### config.mk
export PLATFORM = sky130hd
export DESIGN_NAME = analog_window_alarm_relay_core
export DESIGN_NICKNAME = d
export VERILOG_FILES = /design/src/sv/awar_pkg.sv /design/src/sv/analog_window_alarm_relay_core.sv
export SDC_FILE = /design/constraint.sdc
export NUM_CORES = 1
export LEC_CHECK = 0
export ABC_CLOCK_PERIOD_IN_PS = 9350
export BUFFER_PORTS_ARGS = -buffer_cell sky130_fd_sc_hd__buf_2
export CORE_ASPECT_RATIO = 1.5
export CORE_MARGIN = 10
export CORE_UTILIZATION = 40
export DETAILED_ROUTE_END_ITERATION = 16
export PLACE_DENSITY = 0.54
export REMOVE_ABC_BUFFERS = 1
export SYNTH_ARGS = -nofsm -noshare
export SYNTH_HDL_FRONTEND = slang
export SYNTH_SLANG_ARGS = --single-unit
### constraint.sdc
create_clock -name clk_i -period 9.35 [get_ports clk_i]
set_input_delay 0.4675 -clock clk_i [delete_from_list [all_inputs] [get_ports clk_i]]
set_output_delay 0.4675 -clock clk_i [all_outputs]
set_load 0.02 [all_outputs]
### src/sv/awar_pkg.sv
// Shared types, codes and helpers for the analog window alarm relay block.
`timescale 1ns / 1ps
`default_nettype none

package awar_pkg;

  localparam logic [15:0] KEY_VALUE = 16'h55AA;
  localparam logic [3:0]  BASE_HITS = 4'd3;
  localparam logic [1:0]  ALARM_ENABLED = 2'd1;

  // Configuration register indexes
  typedef enum logic [2:0] {
    REG_ENABLE_KEY  = 3'd0,
    REG_CH0_LOW     = 3'd1,
    REG_CH0_HIGH    = 3'd2,
    REG_CH0_ACTION  = 3'd3,
    REG_CH1_LOW     = 3'd4,
    REG_CH1_HIGH    = 3'd5,
    REG_CH1_ACTION  = 3'd6,
    REG_INHIBIT     = 3'd7
  } cfg_reg_e;

  typedef enum logic [1:0] {
    RELAY_NONE  = 2'd0,
    RELAY_ON    = 2'd1,
    RELAY_OFF   = 2'd2,
    RELAY_PULSE = 2'd3
  } relay_cmd_e;

  // Action types from the action word
  localparam logic [2:0] ACT_PULSE  = 3'd0;
  localparam logic [2:0] ACT_ON     = 3'd1;
  localparam logic [2:0] ACT_OFF    = 3'd2;
  localparam logic [2:0] ACT_ON_REL = 3'd3;

  localparam logic [2:0] RELAY_NUM1 = 3'd1;
  localparam logic [2:0] RELAY_NUM2 = 3'd2;

  typedef struct packed {
    relay_cmd_e  cmd1;
    logic [3:0]  len1;
    relay_cmd_e  cmd2;
    logic [3:0]  len2;
  } relay_pair_t;

  // Apply one relay command; later commands to the same relay overwrite earlier ones.
  function automatic relay_pair_t drive_relay(relay_pair_t cur, logic inhibit,
                                              logic [2:0] num, relay_cmd_e cmd,
                                              logic [3:0] len);
    relay_pair_t r;
    logic [3:0]  l;
    r = cur;
    l = (cmd == RELAY_PULSE) ? len : 4'd0;
    if (!inhibit) begin
      if (num == RELAY_NUM1) begin
        r.cmd1 = cmd;
        r.len1 = l;
      end else if (num == RELAY_NUM2) begin
        r.cmd2 = cmd;
        r.len2 = l;
      end
    end
    return r;
  endfunction

  // Alarm action when an alarm fires.
  function automatic relay_pair_t fire_action(relay_pair_t cur, logic inhibit,
                                              logic [2:0] num, logic [2:0] kind,
                                              logic [3:0] len);
    relay_pair_t r;
    r = cur;
    case (kind)
      ACT_PULSE:  r = drive_relay(cur, inhibit, num, RELAY_PULSE, len);
      ACT_ON:     r = drive_relay(cur, inhibit, num, RELAY_ON, 4'd0);
      ACT_ON_REL: r = drive_relay(cur, inhibit, num, RELAY_ON, 4'd0);
      ACT_OFF:    r = drive_relay(cur, inhibit, num, RELAY_OFF, 4'd0);
      default:    r = cur;
    endcase
    return r;
  endfunction

endpackage

`default_nettype wire

### src/sv/analog_window_alarm_relay_core.sv
// Window alarm on analog channels with relay commands: top level.
//
// Usage:
//   s_axis carries one sample beat: tuser = channel, tdata = sample and the
//   current second. m_axis returns one result beat per sample: relay commands
//   and pulse lengths, event count, latched alarm bits and the hit counter in
//   tdata, the skip flag in tuser. Configuration registers are written on the
//   cfg channel (index, data), which is always ready; write them only while no
//   sample is in flight.
//   An accepted sample passes through one input register, then one pass of
//   compare and update logic into the output register, to its result beat.
//   One sample is taken every cycle while the receiver keeps up; the
//   per-channel alarm state is updated as the sample moves into the output
//   register, so the next sample sees it at once.
//   Reset clears all configuration registers, hit counters, pause seconds and
//   alarm latches, and empties both registers. When the receiver stalls the
//   result beat holds, the input register fills, and then s_axis_tready drops.
`timescale 1ns / 1ps
`default_nettype none

module analog_window_alarm_relay_core import awar_pkg::*; #(
  parameter int CHANNELS = 2
) (
  input  wire logic        clk_i,
  input  wire logic        rst_ni,
  // sample stream
  input  wire logic        s_axis_tvalid,
  output logic             s_axis_tready,
  input  wire logic [23:0] s_axis_tdata,   // [15:0] sample, [21:16] current_second
  input  wire logic [0:0]  s_axis_tuser,   // [0] channel
  // result stream
  output logic             m_axis_tvalid,
  input  wire logic        m_axis_tready,
  output logic [23:0]      m_axis_tdata,   // [1:0] relay1_cmd, [5:2] relay1_pulse,
                                           // [7:6] relay2_cmd, [11:8] relay2_pulse,
                                           // [13:12] log_events, [15:14] min_alarms,
                                           // [17:16] max_alarms, [21:18] hit_count
  output logic [0:0]       m_axis_tuser,   // [0] skipped
  // configuration writes
  input  wire logic        cfg_valid_i,
  output logic             cfg_ready_o,
  input  wire logic [2:0]  cfg_index_i,
  input  wire logic [15:0] cfg_data_i
);

  localparam logic [1:0] ChanCnt = 2'(CHANNELS);

  // configuration
  logic [15:0] key_q;
  logic [15:0] low_q  [2];
  logic [15:0] high_q [2];
  logic [15:0] act_q  [2];
  logic        inhibit_q;

  // per-channel state
  logic [3:0] hit_q   [CHANNELS];
  logic [5:0] pause_q [CHANNELS];
  logic       minl_q  [CHANNELS];
  logic       maxl_q  [CHANNELS];

  // input register
  logic        in_vld_q;
  logic        in_ch_q;
  logic [15:0] in_smp_q;
  logic [5:0]  in_sec_q;

  // output register
  logic        out_vld_q;
  logic [23:0] out_data_q;
  logic        out_skip_q;

  logic move;

  assign cfg_ready_o   = 1'b1;
  assign move          = in_vld_q && (!out_vld_q || m_axis_tready);
  assign s_axis_tready = !in_vld_q || move;
  assign m_axis_tvalid = out_vld_q;
  assign m_axis_tdata  = out_data_q;
  assign m_axis_tuser  = out_skip_q;

  always_ff @(posedge clk_i or negedge rst_ni) begin
    if (!rst_ni) begin
      key_q     <= '0;
      low_q     <= '{default: '0};
      high_q    <= '{default: '0};
      act_q     <= '{default: '0};
      inhibit_q <= 1'b0;
    end else if (cfg_valid_i) begin
      case (cfg_reg_e'(cfg_index_i))
        REG_ENABLE_KEY: key_q     <= cfg_data_i;
        REG_CH0_LOW:    low_q[0]  <= cfg_data_i;
        REG_CH0_HIGH:   high_q[0] <= cfg_data_i;
        REG_CH0_ACTION: act_q[0]  <= cfg_data_i;
        REG_CH1_LOW:    low_q[1]  <= cfg_data_i;
        REG_CH1_HIGH:   high_q[1] <= cfg_data_i;
        REG_CH1_ACTION: act_q[1]  <= cfg_data_i;
        REG_INHIBIT:    inhibit_q <= cfg_data_i[0];
        default:        key_q     <= key_q;
      endcase
    end
  end

  always_ff @(posedge clk_i or negedge rst_ni) begin
    if (!rst_ni) begin
      in_vld_q <= 1'b0;
    end else if (s_axis_tready) begin
      in_vld_q <= s_axis_tvalid;
    end
  end

  always_ff @(posedge clk_i) begin
    if (s_axis_tready && s_axis_tvalid) begin
      in_ch_q  <= s_axis_tuser[0];
      in_smp_q <= s_axis_tdata[15:0];
      in_sec_q <= s_axis_tdata[21:16];
    end
  end

  // ---------------------------------------------------------------------------
  // single-pass evaluation of the sample in the input register
  logic        absent;
  logic [3:0]  hc0;
  logic [5:0]  pause;
  logic        ml0, xl0;
  logic        skip;
  logic [15:0] w1, w2, wa;
  logic [15:0] vmin, vmax, hyst, rel_hi, rel_lo;
  logic [3:0]  fire_at, len;
  logic        hit_lo, hit_hi, fire_lo, fire_hi, release_now;
  logic [3:0]  hc1, hc2, hc3, hc_new;
  logic        ml1, xl1, ml2, xl2, ml_new, xl_new;
  logic [1:0]  events;
  relay_pair_t rly;
  logic [1:0]  mins, maxs;
  logic [3:0]  hit_out;

  always_comb begin
    absent = {1'b0, in_ch_q} >= ChanCnt;
    hc0    = '0;
    pause  = '0;
    ml0    = 1'b0;
    xl0    = 1'b0;
    for (int c = 0; c < CHANNELS; c++) begin
      if (in_ch_q == 1'(c)) begin
        hc0   = hit_q[c];
        pause = pause_q[c];
        ml0   = minl_q[c];
        xl0   = maxl_q[c];
      end
    end
    skip = (key_q != KEY_VALUE) || absent || (pause == in_sec_q);

    w1 = low_q[in_ch_q];
    w2 = high_q[in_ch_q];
    wa = act_q[in_ch_q];

    vmin    = {6'd0, w1[9:0]};
    fire_at = BASE_HITS + {1'b0, w1[12:10]};
    len     = {1'b0, w1[15:13]} + 4'd1;
    vmax    = {6'd0, w2[9:0]};
    hyst    = {10'd0, w2[15:10]};
    rel_hi  = vmax - hyst;   // wraps modulo 2^16
    rel_lo  = vmin + hyst;   // at most 1086, no wrap

    rly = '{cmd1: RELAY_NONE, len1: 4'd0, cmd2: RELAY_NONE, len2: 4'd0};

    // under-minimum check
    hit_lo  = (wa[7:6] == ALARM_ENABLED) && !ml0 && (in_smp_q < vmin);
    hc1     = hit_lo ? hc0 + 4'd1 : hc0;
    fire_lo = hit_lo && (hc1 == fire_at);
    ml1     = fire_lo ? 1'b1 : ml0;
    xl1     = fire_lo ? 1'b0 : xl0;
    if (fire_lo) begin
      rly = fire_action(rly, inhibit_q, wa[2:0], wa[5:3], len);
    end

    // at-or-over-maximum check, sees the latches after the minimum check
    hit_hi  = (wa[15:14] == ALARM_ENABLED) && !xl1 && (in_smp_q >= vmax);
    hc2     = hit_hi ? hc1 + 4'd1 : hc1;
    fire_hi = hit_hi && (hc2 == fire_at);
    xl2     = fire_hi ? 1'b1 : xl1;
    ml2     = fire_hi ? 1'b0 : ml1;
    if (fire_hi) begin
      rly = fire_action(rly, inhibit_q, wa[10:8], wa[13:11], len);
    end

    // release once back inside the band by at least the hysteresis
    release_now = (hc2 == fire_at) && (in_smp_q >= rel_lo) && (in_smp_q < rel_hi);
    hc3    = release_now ? 4'd0 : hc2;
    ml_new = release_now ? 1'b0 : ml2;
    xl_new = release_now ? 1'b0 : xl2;
    if (release_now && (wa[5:3] == ACT_ON_REL)) begin
      rly = drive_relay(rly, inhibit_q, wa[2:0], RELAY_OFF, 4'd0);
    end
    if (release_now && (wa[13:11] == ACT_ON_REL)) begin
      rly = drive_relay(rly, inhibit_q, wa[10:8], RELAY_OFF, 4'd0);
    end

    // drop a partial count once back inside the plain band
    hc_new = ((hc3 < fire_at) && (in_smp_q >= vmin) && (in_smp_q < vmax)) ? 4'd0 : hc3;

    events = 2'(fire_lo) + 2'(fire_hi);

    if (skip) begin
      rly    = '{cmd1: RELAY_NONE, len1: 4'd0, cmd2: RELAY_NONE, len2: 4'd0};
      events = 2'd0;
    end

    // latched alarm bits after this beat
    mins = '0;
    maxs = '0;
    for (int c = 0; c < CHANNELS; c++) begin
      if (!skip && (in_ch_q == 1'(c))) begin
        mins[c] = ml_new;
        maxs[c] = xl_new;
      end else begin
        mins[c] = minl_q[c];
        maxs[c] = maxl_q[c];
      end
    end

    hit_out = absent ? 4'd0 : (skip ? hc0 : hc_new);
  end

  // advance channel state as the beat moves into the output register
  always_ff @(posedge clk_i or negedge rst_ni) begin
    if (!rst_ni) begin
      for (int c = 0; c < CHANNELS; c++) begin
        hit_q[c]   <= '0;
        pause_q[c] <= '0;
        minl_q[c]  <= 1'b0;
        maxl_q[c]  <= 1'b0;
      end
    end else if (move && !skip) begin
      for (int c = 0; c < CHANNELS; c++) begin
        if (in_ch_q == 1'(c)) begin
          hit_q[c]  <= hc_new;
          minl_q[c] <= ml_new;
          maxl_q[c] <= xl_new;
          if (hit_lo || hit_hi) begin
            pause_q[c] <= in_sec_q;
          end
        end
      end
    end
  end

  always_ff @(posedge clk_i or negedge rst_ni) begin
    if (!rst_ni) begin
      out_vld_q <= 1'b0;
    end else if (move) begin
      out_vld_q <= 1'b1;
    end else if (m_axis_tready) begin
      out_vld_q <= 1'b0;
    end
  end

  always_ff @(posedge clk_i) begin
    if (move) begin
      out_data_q <= {2'b00, hit_out, maxs, mins, events,
                     rly.len2, rly.cmd2, rly.len1, rly.cmd1};
      out_skip_q <= skip;
    end
  end

endmodule

`default_nettype wire
==> results.toml, run 1 <==
[power_and_ir_drop]
p_int_uw = 1640
power_per_cell_area_nw_per_um2 = 212
switching_share_pct = 33.2
power_frac_seq_pct = 41.6
p_leak_uw = 0.00509
ir_drop_uv = 137
power.share.clock_pct = 29.9
combPwrFrac_pct = 28.6
total_power_uw = 2450
p_switching_uw = 815

[setup_path]
cp_slowest_cell = "edfxtp_1"
endpoint_kind = "flip-flop"
crit_type = "reg2reg"
cp.required_ns = 9.52
max_stage_delay_ns = 0.84
arrival_ns = 7.64
critPathMaxFanout = 72
cpLargestDelayFamily = "compound AO/OA/AOI/OAI gates"
cp-start-kind = "flip-flop"
worst-path-buf-inv = 1

[yosys]
synth_compound_area_share_pct = 7.58
yosys_warnings = 0
postSynthCellCount = 835
synth_top_family_by_area = "multiplexers"
yosys.area_share.simple_pct = 9.20
synthArstFlopShare_pct = 75.1
synthAdderAreaFrac_pct = 8.47
synthTopCellsByArea = "dfrtp_1, mux2_2, edfxtp_1"
synthXorXnorAreaFrac_pct = 3.89
synth_top_area_share_pct = 34.0
syn_area_per_cell_sq_um = 12.2
synth_seq_area_share_pct = 47.6
netlist_area_sq_um = 10200
synth-edff-count = 46
ys_ff_latch = 185
yosys-mux-area-fraction_pct = 20.6
synth.largest_area_cell = "dfrtp_1"
yosysUniqueCellTypes = 67
synthFlopType = "dfrtp_1"

[route]
ant_nets = 0
wl_met3_um = 837
routed.top_layer = "met4"
met1_length_mm = 9.80
wl_met2_mm = 13.0
wl_per_cell_um = 19.2
drt_iter0_markers = 345
finalWirelength_mm = 24.1
drc = 0
vias = 6682
routed_via_density = 5.33
first_pass_iters = 4

[placement]
gp_congestion = 0.848
dp_hpwl_mm = 18.1
portBuffers = 71

[clock_network]
numCtsBuffers = 17
clkSinkCount = 185
clock_path_buffers = 2
ctsHoldBuffers = 0
worstSkewPairLatency_ns = 0.45
cts_tree = "yes"
postCtsSetupBuffers = 0
cts_resized = 0
htreeDepth = 4
cts_root_buffer = "clkbuf_16"
clk_pin_slew_ns = 0.08

[min_path]
worst_hold_path_type = "in2async"

[layout]
num_antenna_cells = 0
nets = 1029
fillers = 2358
drive_gt1_share_pct = 29.7
areaGrowthSynthToFinish_pct = 13.4

[die]
die_h_um = 216
core_sq_um = 25100
rows = 71
die_width_um = 150
dieArea_sq_um = 32500
io_pins = 77
initial_core_util_pct = 40.6

[global_routing]
grt_overflow_total = 0
grt_max_degree = 88
grt_pass1_wl_mm = 38.5
antenna_found_initial = 0
grt_pass1_vias = 7035
grt.total_usage_pct = 15.3

[status]
status = "completed"

[sta]
relSlewSlack_pct = 26.8
rsz0062_at_grt = "false"
finalCritPeriodShare_pct = 79.8
fin_setup_tns_ns = 0
finClkSkew_ns = 0.0116
report.final.hold_viol_count = 0
tightest_slew_ns = 1.10
holdWs_ns = 0.0683
period_needed_ns = 7.46
max_freq_mhz = 134
maxSlewViolCount = 0
setup_viol = 0

[flow_run]
maxCapViolations = 0
==> state kept, by name, indices dropped and copies added, names as in the netlist, 6 cells and up <==
name and cells:
in_sec_q 6, in_smp_q 16, hit_q 8, key_q 16
low_q 32, m_axis_tdata 22, act_q 32, high_q 32
pause_q 12
==> cell usage in the layout, fill, tap and decap left out, types with 9 or more instances in the layout <==
| cell | n |
|---|---|
| mux2_2 | 147 |
| nor3_1 | 9 |
| buf_4 | 10 |
| o31ai_1 | 10 |
| buf_2 | 70 |
| dfrtp_1 | 139 |
| a21oi_1 | 26 |
| nand4_1 | 9 |
| nand3_1 | 14 |
| o21ai_0 | 14 |
| nand2_1 | 36 |
| ha_1 | 66 |
| inv_1 | 38 |
| a21o_1 | 9 |
| nand2b_1 | 12 |
| nor2_1 | 35 |
| mux2i_1 | 43 |
| clkbuf_16 | 17 |
| xor2_1 | 20 |
| edfxtp_1 | 46 |
| xnor2_1 | 21 |
| a31oi_1 | 9 |
==> layout make-up <==
cell class                      count  area (sq um)  area share [%]
Multi-Input combinational cell    588          5120            44.2
Sequential cell                   185          4860            41.9
Timing Repair Buffer               82           457            3.94
Clock buffer                       17           425            3.67
Tap cell                          328           410            3.54
Clock inverter                     15           174            1.50
Inverter                           38           143            1.23
==> per-layer routing <==
layer | GRT usage [%] | vias to the layer above
met2 | 27.7 | 100
li1 | - | 3225
met1 | 17.2 | 3330
met5 | 0 | -
met4 | 4.78 | 0
met3 | 3.23 | 27
==> logic make-up after synthesis <==
| kind of cell | count (synthesis) |
|---|---|
| AOI/OAI and AO/OA | 111 |
| xor gates and xnor gates | 43 |
| adders and majority gates | 68 |
| buffers and inverters | 63 |
| DFF | 185 |
| muxes | 191 |
| other | 2 |
| and+or+nand+nor | 172 |
==> worst reg2reg max path, stage by stage, from the launching register on <==
cell	delay (ns)
edfxtp_1	0.84
buf_12	0.44
mux2i_1	0.45
ha_1	0.30
nor2b_1	0.12
o21ai_0	0.21
a21oi_1	0.11
o21ai_0	0.16
nand2b_1	0.11
a21oi_1	0.27
nand3_1	0.13
xnor2_1	0.16
ha_1	0.30
a21o_1	0.16
a21o_1	0.17
a21oi_1	0.14
o211ai_1	0.15
a221oi_1	0.40
o221ai_1	0.31
nor3_2	0.60
nor2_1	0.09
ha_1	0.35
a2111oi_0	0.40
o31ai_1	0.16
a31oi_1	0.18
a21o_1	0.33
o22ai_1	0.15
==> synthesized netlist by cell type (10+ instances only) <==
cell	n
a21oi_1	26
clkbuf_1	15
dfrtp_1	139
edfxtp_1	46
ha_1	66
inv_1	38
mux2_2	147
mux2i_1	43
nand2_1	36
nand2b_1	12
nand3_1	14
nor2_1	35
nor3_1	11
o21ai_0	14
o31ai_1	10
xnor2_1	21
xor2_1	20
==> final timing paths <==
path / start / end / slack [ns] / cells after the start
max in group asynchronous: rst_ni / low_q[12]$_DFFE_PN0P_ / 8.02 / 2
worst max-delay path: in_ch_q$_DFFE_PP_ / m_axis_tdata[20]$_DFFE_PP_ / 1.89 / 26
worst max register to register: in_ch_q$_DFFE_PP_ / m_axis_tdata[20]$_DFFE_PP_ / 1.89 / 26
worst min register to register: in_vld_q$_DFFE_PN0N_ / m_axis_tvalid$_DFFE_PN0P_ / 0.48 / 1
worst min-delay path: rst_ni / low_q[18]$_DFFE_PN0P_ / 0.07 / 1
min in group clk_i: s_axis_tdata[2] / in_smp_q[2]$_DFFE_PP_ / 0.19 / 1
==> power groups by stage <==
stage	clock, uW	combinational (uW)	sequential [uW]
4_1_cts	752	713	1020
3_5_place_dp	0	708	1040
5_1_grt	782	798	1040
3_3_place_gp	0	699	1030
2_1_floorplan	0	515	1030
6_report	732	700	1020
==> per-stage QoR <==
stage                     worst slack [ns]  area, sq um  std cells  util, %
after detailed placement              1.82        11000       1221     43.7
after floorplan                       1.85        10100        811        -
final                                 1.89        11600       1253     46.1
after global placement                1.88        11000       1221     43.7
after global routing                  1.27        11600       1253     46.1
after CTS                             1.78        11600       1253     46.1
(Power assumes the default switching activity.)
==> run 2: changes to the inputs <==
ABC_AREA = 1   (was not set)
ABC_CLOCK_PERIOD_IN_PS = 6710   (was 9350)
PLACE_DENSITY = 0.56   (was 0.54)
clock period = 6.71 ns   (was 9.35 ns; I/O delays follow)
==> run 2 against run 1 <==
Against the previous run:
- the run now ends with hold timing left
- critical path depth fell by 1
- cell area barely moved
- total power rose by 35%
- hold slack got worse by 0.099 ns
- global-route usage rose by 0.64 points
- synthesized area rose by 1.0%
- synthesized cell count rose by 45%
- fmax rose by 30%
- register-to-register slack got worse by 0.90 ns
- clock power rose by 43%
- combinational power rose by 24%
==> results.toml, run 2 <==
[layout]
nets = 1382
top_regs = "act_q: 32 flops, high_q: 32 flops, low_q: 32 flops"
areaGrowthSynthToFinish_pct = 12.2
fillers = 2617
seqCellArea_sq_um = 4860
final_cell_mix = "nand2_1, o21ai_0, dfrtp_1"
stdcell_area_sq_um = 11600
drive_gt1_share_pct = 13.0
layout_commonest_cell = "nand2_1"
multi_input_area_sq_um = 4790
final_util_pct = 45.3
num_antenna_cells = 0

[clock_network]
numCtsBuffers = 17
htreeDepth = 4
clk_pin_slew_ns = 0.07
clkSinkCount = 185
cts_tree = "yes"
cts_resized = 0
clock_path_buffers = 2
cts_root_buffer = "clkbuf_16"
ctsHoldBuffers = 0
worstSkewPairLatency_ns = 0.44
postCtsSetupBuffers = 0

[sta]
period_needed_ns = 5.72
tightest_slew_ns = 1.16
fin_setup_tns_ns = 0
holdWs_ns = -0.0307
finClkSkew_ns = 0.0100
setup_viol = 0
report.final.hold_viol_count = 13
relSlewSlack_pct = 22.6
max_freq_mhz = 175
finalCritPeriodShare_pct = 85.2
rsz0062_at_grt = "false"
maxSlewViolCount = 0

[setup_path]
crit_type = "reg2reg"
max_stage_delay_ns = 0.65
r2r_end = "m_axis_tdata[21]$_DFFE_PP_"
worst-path-buf-inv = 4
endpoint_kind = "flip-flop"
critPathCapture = "m_axis_tdata[21]$_DFFE_PP_"
crit_top_cell = "nand2_1"
critPathMaxFanout = 58
ff2ff_path_depth = 25
cp.depth = 25
arrival_ns = 5.92
cp-start-kind = "flip-flop"
cp_slowest_cell = "o21ai_0"
r2r-start = "in_ch_q$_DFFE_PP_"
reg2reg_slack_ns = 0.99
cp.required_ns = 6.91
crit_path_start = "in_ch_q$_DFFE_PP_"
cpLargestDelayFamily = "compound AO/OA/AOI/OAI gates"

[die]
die_h_um = 217
initial_core_util_pct = 40.3
rows = 72
io_pins = 77
dieArea_sq_um = 32800
core_sq_um = 25600
die_width_um = 151

[global_routing]
grt_max_degree = 92
grt_overflow_total = 0
grt_pass1_vias = 7895
grt_pass1_wl_mm = 41.3
grt.total_usage_pct = 15.9
antenna_found_initial = 0

[route]
vias = 8015
routed_via_density = 4.98
first_pass_iters = 5
finalWirelength_mm = 25.1
met1_length_mm = 10.6
drt_iter0_markers = 488
wl_met2_mm = 13.1
drc = 0
routed.top_layer = "met4"
wl_met3_um = 844
ant_nets = 0
wl_per_cell_um = 15.6

[yosys]
synth_seq_area_share_pct = 47.1
yosysMostFrequentCell = "nand2_1"
synthFlopType = "dfrtp_1"
synthArstFlopShare_pct = 75.1
synth-edff-count = 46
yosys_warnings = 0
synth.largest_area_cell = "dfrtp_1"
netlist_area_sq_um = 10300
postSynthCellCount = 1209
ys_ff_latch = 185
syn_area_per_cell_sq_um = 8.54
yosysUniqueCellTypes = 59
synth_top_area_share_pct = 33.7
synthTopCellsByArea = "dfrtp_1, edfxtp_1, nand2_1"
synth.top_cells.by_count = "nand2_1, o21ai_0, dfrtp_1, inv_1, ha_1"

[status]
violations = "hold timing"
status = "finished, violations left"

[placement]
placed_area_sq_um = 11000
gp_congestion = 0.847
dp_hpwl_mm = 18.2
portBuffers = 71

[power_and_ir_drop]
p_leak_uw = 0.00570
power_per_cell_area_nw_per_um2 = 286
total_power_uw = 3310
ir_drop_uv = 206

[min_path]
worst_hold_path_type = "in2async"

[flow_run]
maxCapViolations = 0
[run 2: cell count changes after synthesis, sizes merged, moves of 12 or more]
| cell | before | now |
|---|---|---|
| nand2 | 37 | 336 |
| o21ai | 14 | 172 |
| mux2 | 147 | 0 |
| inv | 38 | 128 |
| nand3 | 14 | 57 |
| mux2i | 44 | 13 |
| nor2 | 35 | 62 |
| or2 | 2 | 26 |
| clkbuf | 15 | 32 |
| xnor2 | 21 | 7 |
| nand2b | 12 | 0 |
[run 2: cell type report]
| type | instances | area share [%] |
|---|---|---|
| multi-input cells | 855 | 41.4 |
| well taps | 333 | 3.60 |
| repair buffers | 75 | 3.49 |
| flip-flops and latches | 185 | 42.0 |
| inverters | 131 | 4.26 |
| clock inverters | 14 | 1.40 |
| clock buffers | 18 | 3.89 |
[run 2: how the worst min path moves through the flow]
stage	slack (ns)	cells past startpoint	endpoint
2_1_floorplan	0.04	0	act_q[0]$_DFFE_PN0P_
3_3_place_gp	0.46	2	act_q[7]$_DFFE_PN0P_
3_5_place_dp	0.47	2	hit_q[0]$_DFFE_PN0P_
4_1_cts	0.02	1	act_q[13]$_DFFE_PN0P_
5_1_grt	0.04	1	low_q[13]$_DFFE_PN0P_
6_report	-0.03	1	low_q[13]$_DFFE_PN0P_
[run 2: stage by stage]
stage,instances,setup WS (ns)
final,1611,0.992
after global routing,1611,0.627
after CTS,1611,0.955
after detailed placement,1579,0.982
after global placement,1579,1.00
after floorplan,1171,0.723
[run 2: cell families after synthesis]
logic type / Yosys count / share of synthesized area (%)
DFF: 185 / 47.1
and+or+nand+nor: 519 / 22.4
AOI/OAI and AO/OA: 224 / 11.7
buffers and inverters: 170 / 6.52
other: 2 / 0.0728
adders and majority gates: 68 / 8.39
xor gates and xnor gates: 28 / 2.45
muxes: 13 / 1.38
[run 2: per-layer routing]
metal	GRT usage, %	vias up
li1	-	4085
met1	18.6	3760
met2	28.4	137
met3	2.70	33
met4	5.69	0
met5	0	-
[run 2: power breakdown]
part	leakage [uW]	internal [uW]	switching (uW)
sequential	0.00223	1310	80.4
combinational	0.00317	327	542
clock	0.000302	581	470
total	0.00570	2220	1090
==> run 3: changes to the inputs <==
ABC_CLOCK_PERIOD_IN_PS = 4800   (was 6710)
clock period = 4.8 ns   (was 6.71 ns; I/O delays follow)
==> run 3 against run 2 <==
Against the previous run:
- the flow now finishes without violations
- first-iteration DRC count down 15%
- global-route usage up 0.37 points
- non-clock buffer count up 110
- clock power up 27%
- critical path depth up 8
- fmax up 26%
- cell count up 7.1%
- via count up 5.3%
- sequential share of layout area down 3.9 points
- clock-buffer cell count up 7
- clock skew up 0.00080 ns
- largest power group unchanged
==> results.toml, run 3 (synthesized netlist as in run 2, its figures left out) <==
[route]
first_pass_iters = 5
drc = 0
drt_iter0_markers = 414
routed_via_density = 4.89
vias = 8443
wl_per_cell_um = 15.2
finalWirelength_mm = 26.3
ant_nets = 0

[power_and_ir_drop]
p_switching_uw = 1610
power_per_cell_area_nw_per_um2 = 382
ir_drop_uv = 292
p_leak_uw = 0.00624
combPwrFrac_pct = 32.6
power.share.clock_pct = 27.3
power_frac_seq_pct = 40.1
p_int_uw = 3270
switching_share_pct = 33.0

[setup_path]
cpLargestDelayFamily = "simple AND/OR/NAND/NOR gates"
worst-path-buf-inv = 8
reg2reg_slack_ns = 0.27
critPathCapture = "m_axis_tdata[21]$_DFFE_PP_"
r2r_end = "m_axis_tdata[21]$_DFFE_PP_"
cp.depth = 33
crit_type = "reg2reg"
critPathMaxFanout = 7
crit_top_cell = "a21oi_2"
endpoint_kind = "flip-flop"
cp_slowest_cell = "edfxtp_1"
crit_path_start = "in_ch_q$_DFFE_PP_"
cp.required_ns = 5.00
max_stage_delay_ns = 0.34
cp-start-kind = "flip-flop"
arrival_ns = 4.73
r2r-start = "in_ch_q$_DFFE_PP_"
ff2ff_path_depth = 33

[placement]
gp_congestion = 0.858
dpl_worst_slack_ns = -0.136
dp.cells = 1653
dp_hpwl_mm = 19.2
portBuffers = 71

[clock_network]
clk_pin_slew_ns = 0.07
clock_path_buffers = 2
clkSinkCount = 185
cts_root_buffer = "clkbuf_16"
cts_tree = "yes"
numCtsBuffers = 17
htreeDepth = 4
worstSkewPairLatency_ns = 0.45

[layout]
fillers = 2526
top_regs = "act_q: 32 flops, high_q: 32 flops, low_q: 32 flops"
areaGrowthSynthToFinish_pct = 23.8
drive_gt1_share_pct = 22.3
stdcell_count = 1725
layout_commonest_cell = "nand2_1"
nets = 1496
final_cell_mix = "nand2_1, o21ai_0, dfrtp_1"
final_util_pct = 50.0
num_antenna_cells = 0

[sta]
holdWs_ns = 0.0538
finalCritPeriodShare_pct = 94.4
report.final.hold_viol_count = 0
fin_setup_tns_ns = 0
tightest_slew_ns = 1.09
finalWorstSetupSlack_ns = 0.270
period_needed_ns = 4.53
relSlewSlack_pct = 27.1
maxSlewViolCount = 0
finClkSkew_ns = 0.0108
setup_viol = 0
max_freq_mhz = 221

[global_routing]
grt_max_degree = 102
antenna_found_initial = 0
grt_overflow_total = 0
grt.total_usage_pct = 16.3
grt_pass1_wl_mm = 42.1
grt_pass1_vias = 8324

[flow_run]
maxCapViolations = 0

[min_path]
worst_hold_path_type = "in2reg"

[die]
dieArea_sq_um = 32800
die_width_um = 151
io_pins = 77
die_h_um = 217
rows = 72
core_sq_um = 25600
initial_core_util_pct = 40.3

[status]
status = "completed"
[run 3: repair_timing]
item | in CTS | in global routing
pin swaps | 2 | 40
gates cloned | 0 | 5
gates resized for setup | 12 | 84
setup buffers | 1 | 10
hold endpoints to repair | 124 | 0
hold buffers | 25 | 0
endpoints found under the setup margin | 11 | 26
[run 3: worst min-delay path by stage]
stage / from / endpoint / slack [ns] / cells after the start
after floorplan: rst_ni / act_q[0]$_DFFE_PN0P_ / -0.06 / 0
after global placement: s_axis_tdata[8] / in_smp_q[8]$_DFFE_PP_ / 0.42 / 1
after detailed placement: rst_ni / low_q[15]$_DFFE_PN0P_ / 0.42 / 1
after CTS: cfg_data_i[0] / inhibit_q$_DFFE_PN0P_ / 0.04 / 3
after global routing: cfg_data_i[0] / inhibit_q$_DFFE_PN0P_ / 0.07 / 3
final: cfg_data_i[0] / inhibit_q$_DFFE_PN0P_ / 0.05 / 3
[run 3: power by group through the flow]
stage | Sequential [uW] | Clock, uW | Combinational (uW)
detailed placement | 1980 | 0 | 1390
CTS | 1950 | 1370 | 1430
finish | 1960 | 1330 | 1590
global route | 1980 | 1440 | 1810
global placement | 1980 | 0 | 1370
floorplan | 1990 | 0 | 869
[run 3: per-layer routing]
metal / track usage (%) / vias up / share of wire, %
met1: 18.3 / 3931 / 40
met4: 6.44 / 0 / 2.9
met2: 29.7 / 140 / 54
met5: 0 / - / 0
li1: - / 4329 / -
met3: 2.66 / 43 / 3.6
[run 3: final cells by class]
cell class                      count  area [sq um]  area share [%]
Clock buffer                       25           485            3.80
Clock inverter                      7          55.1           0.431
Inverter                          131           503            3.93
Multi-Input combinational cell    858          5100            39.9
Sequential cell                   185          4860            38.0
Tap cell                          333           417            3.26
Timing Repair Buffer              185          1360            10.6
Timing Repair inverter              1          6.26          0.0489
[run 3: worst reg2reg max path: cells and delay by family, from the launching register on]
family                   cells  cell delay [ns]
buffers and inverters        8             0.81
XOR/XNOR                     1             0.14
adder cells (fa/ha/maj)      3             0.83
flip-flops                   1             0.34
AO/OA/AOI/OAI                8             0.95
AND/OR/NAND/NOR             13             1.18
[run 3: stage by stage]
stage	cell area, sq um	power [uW]
floorplan	10100	2860
global placement	11500	3340
detailed placement	11500	3380
CTS	12400	4750
global route	12800	5230
finish	12800	4880
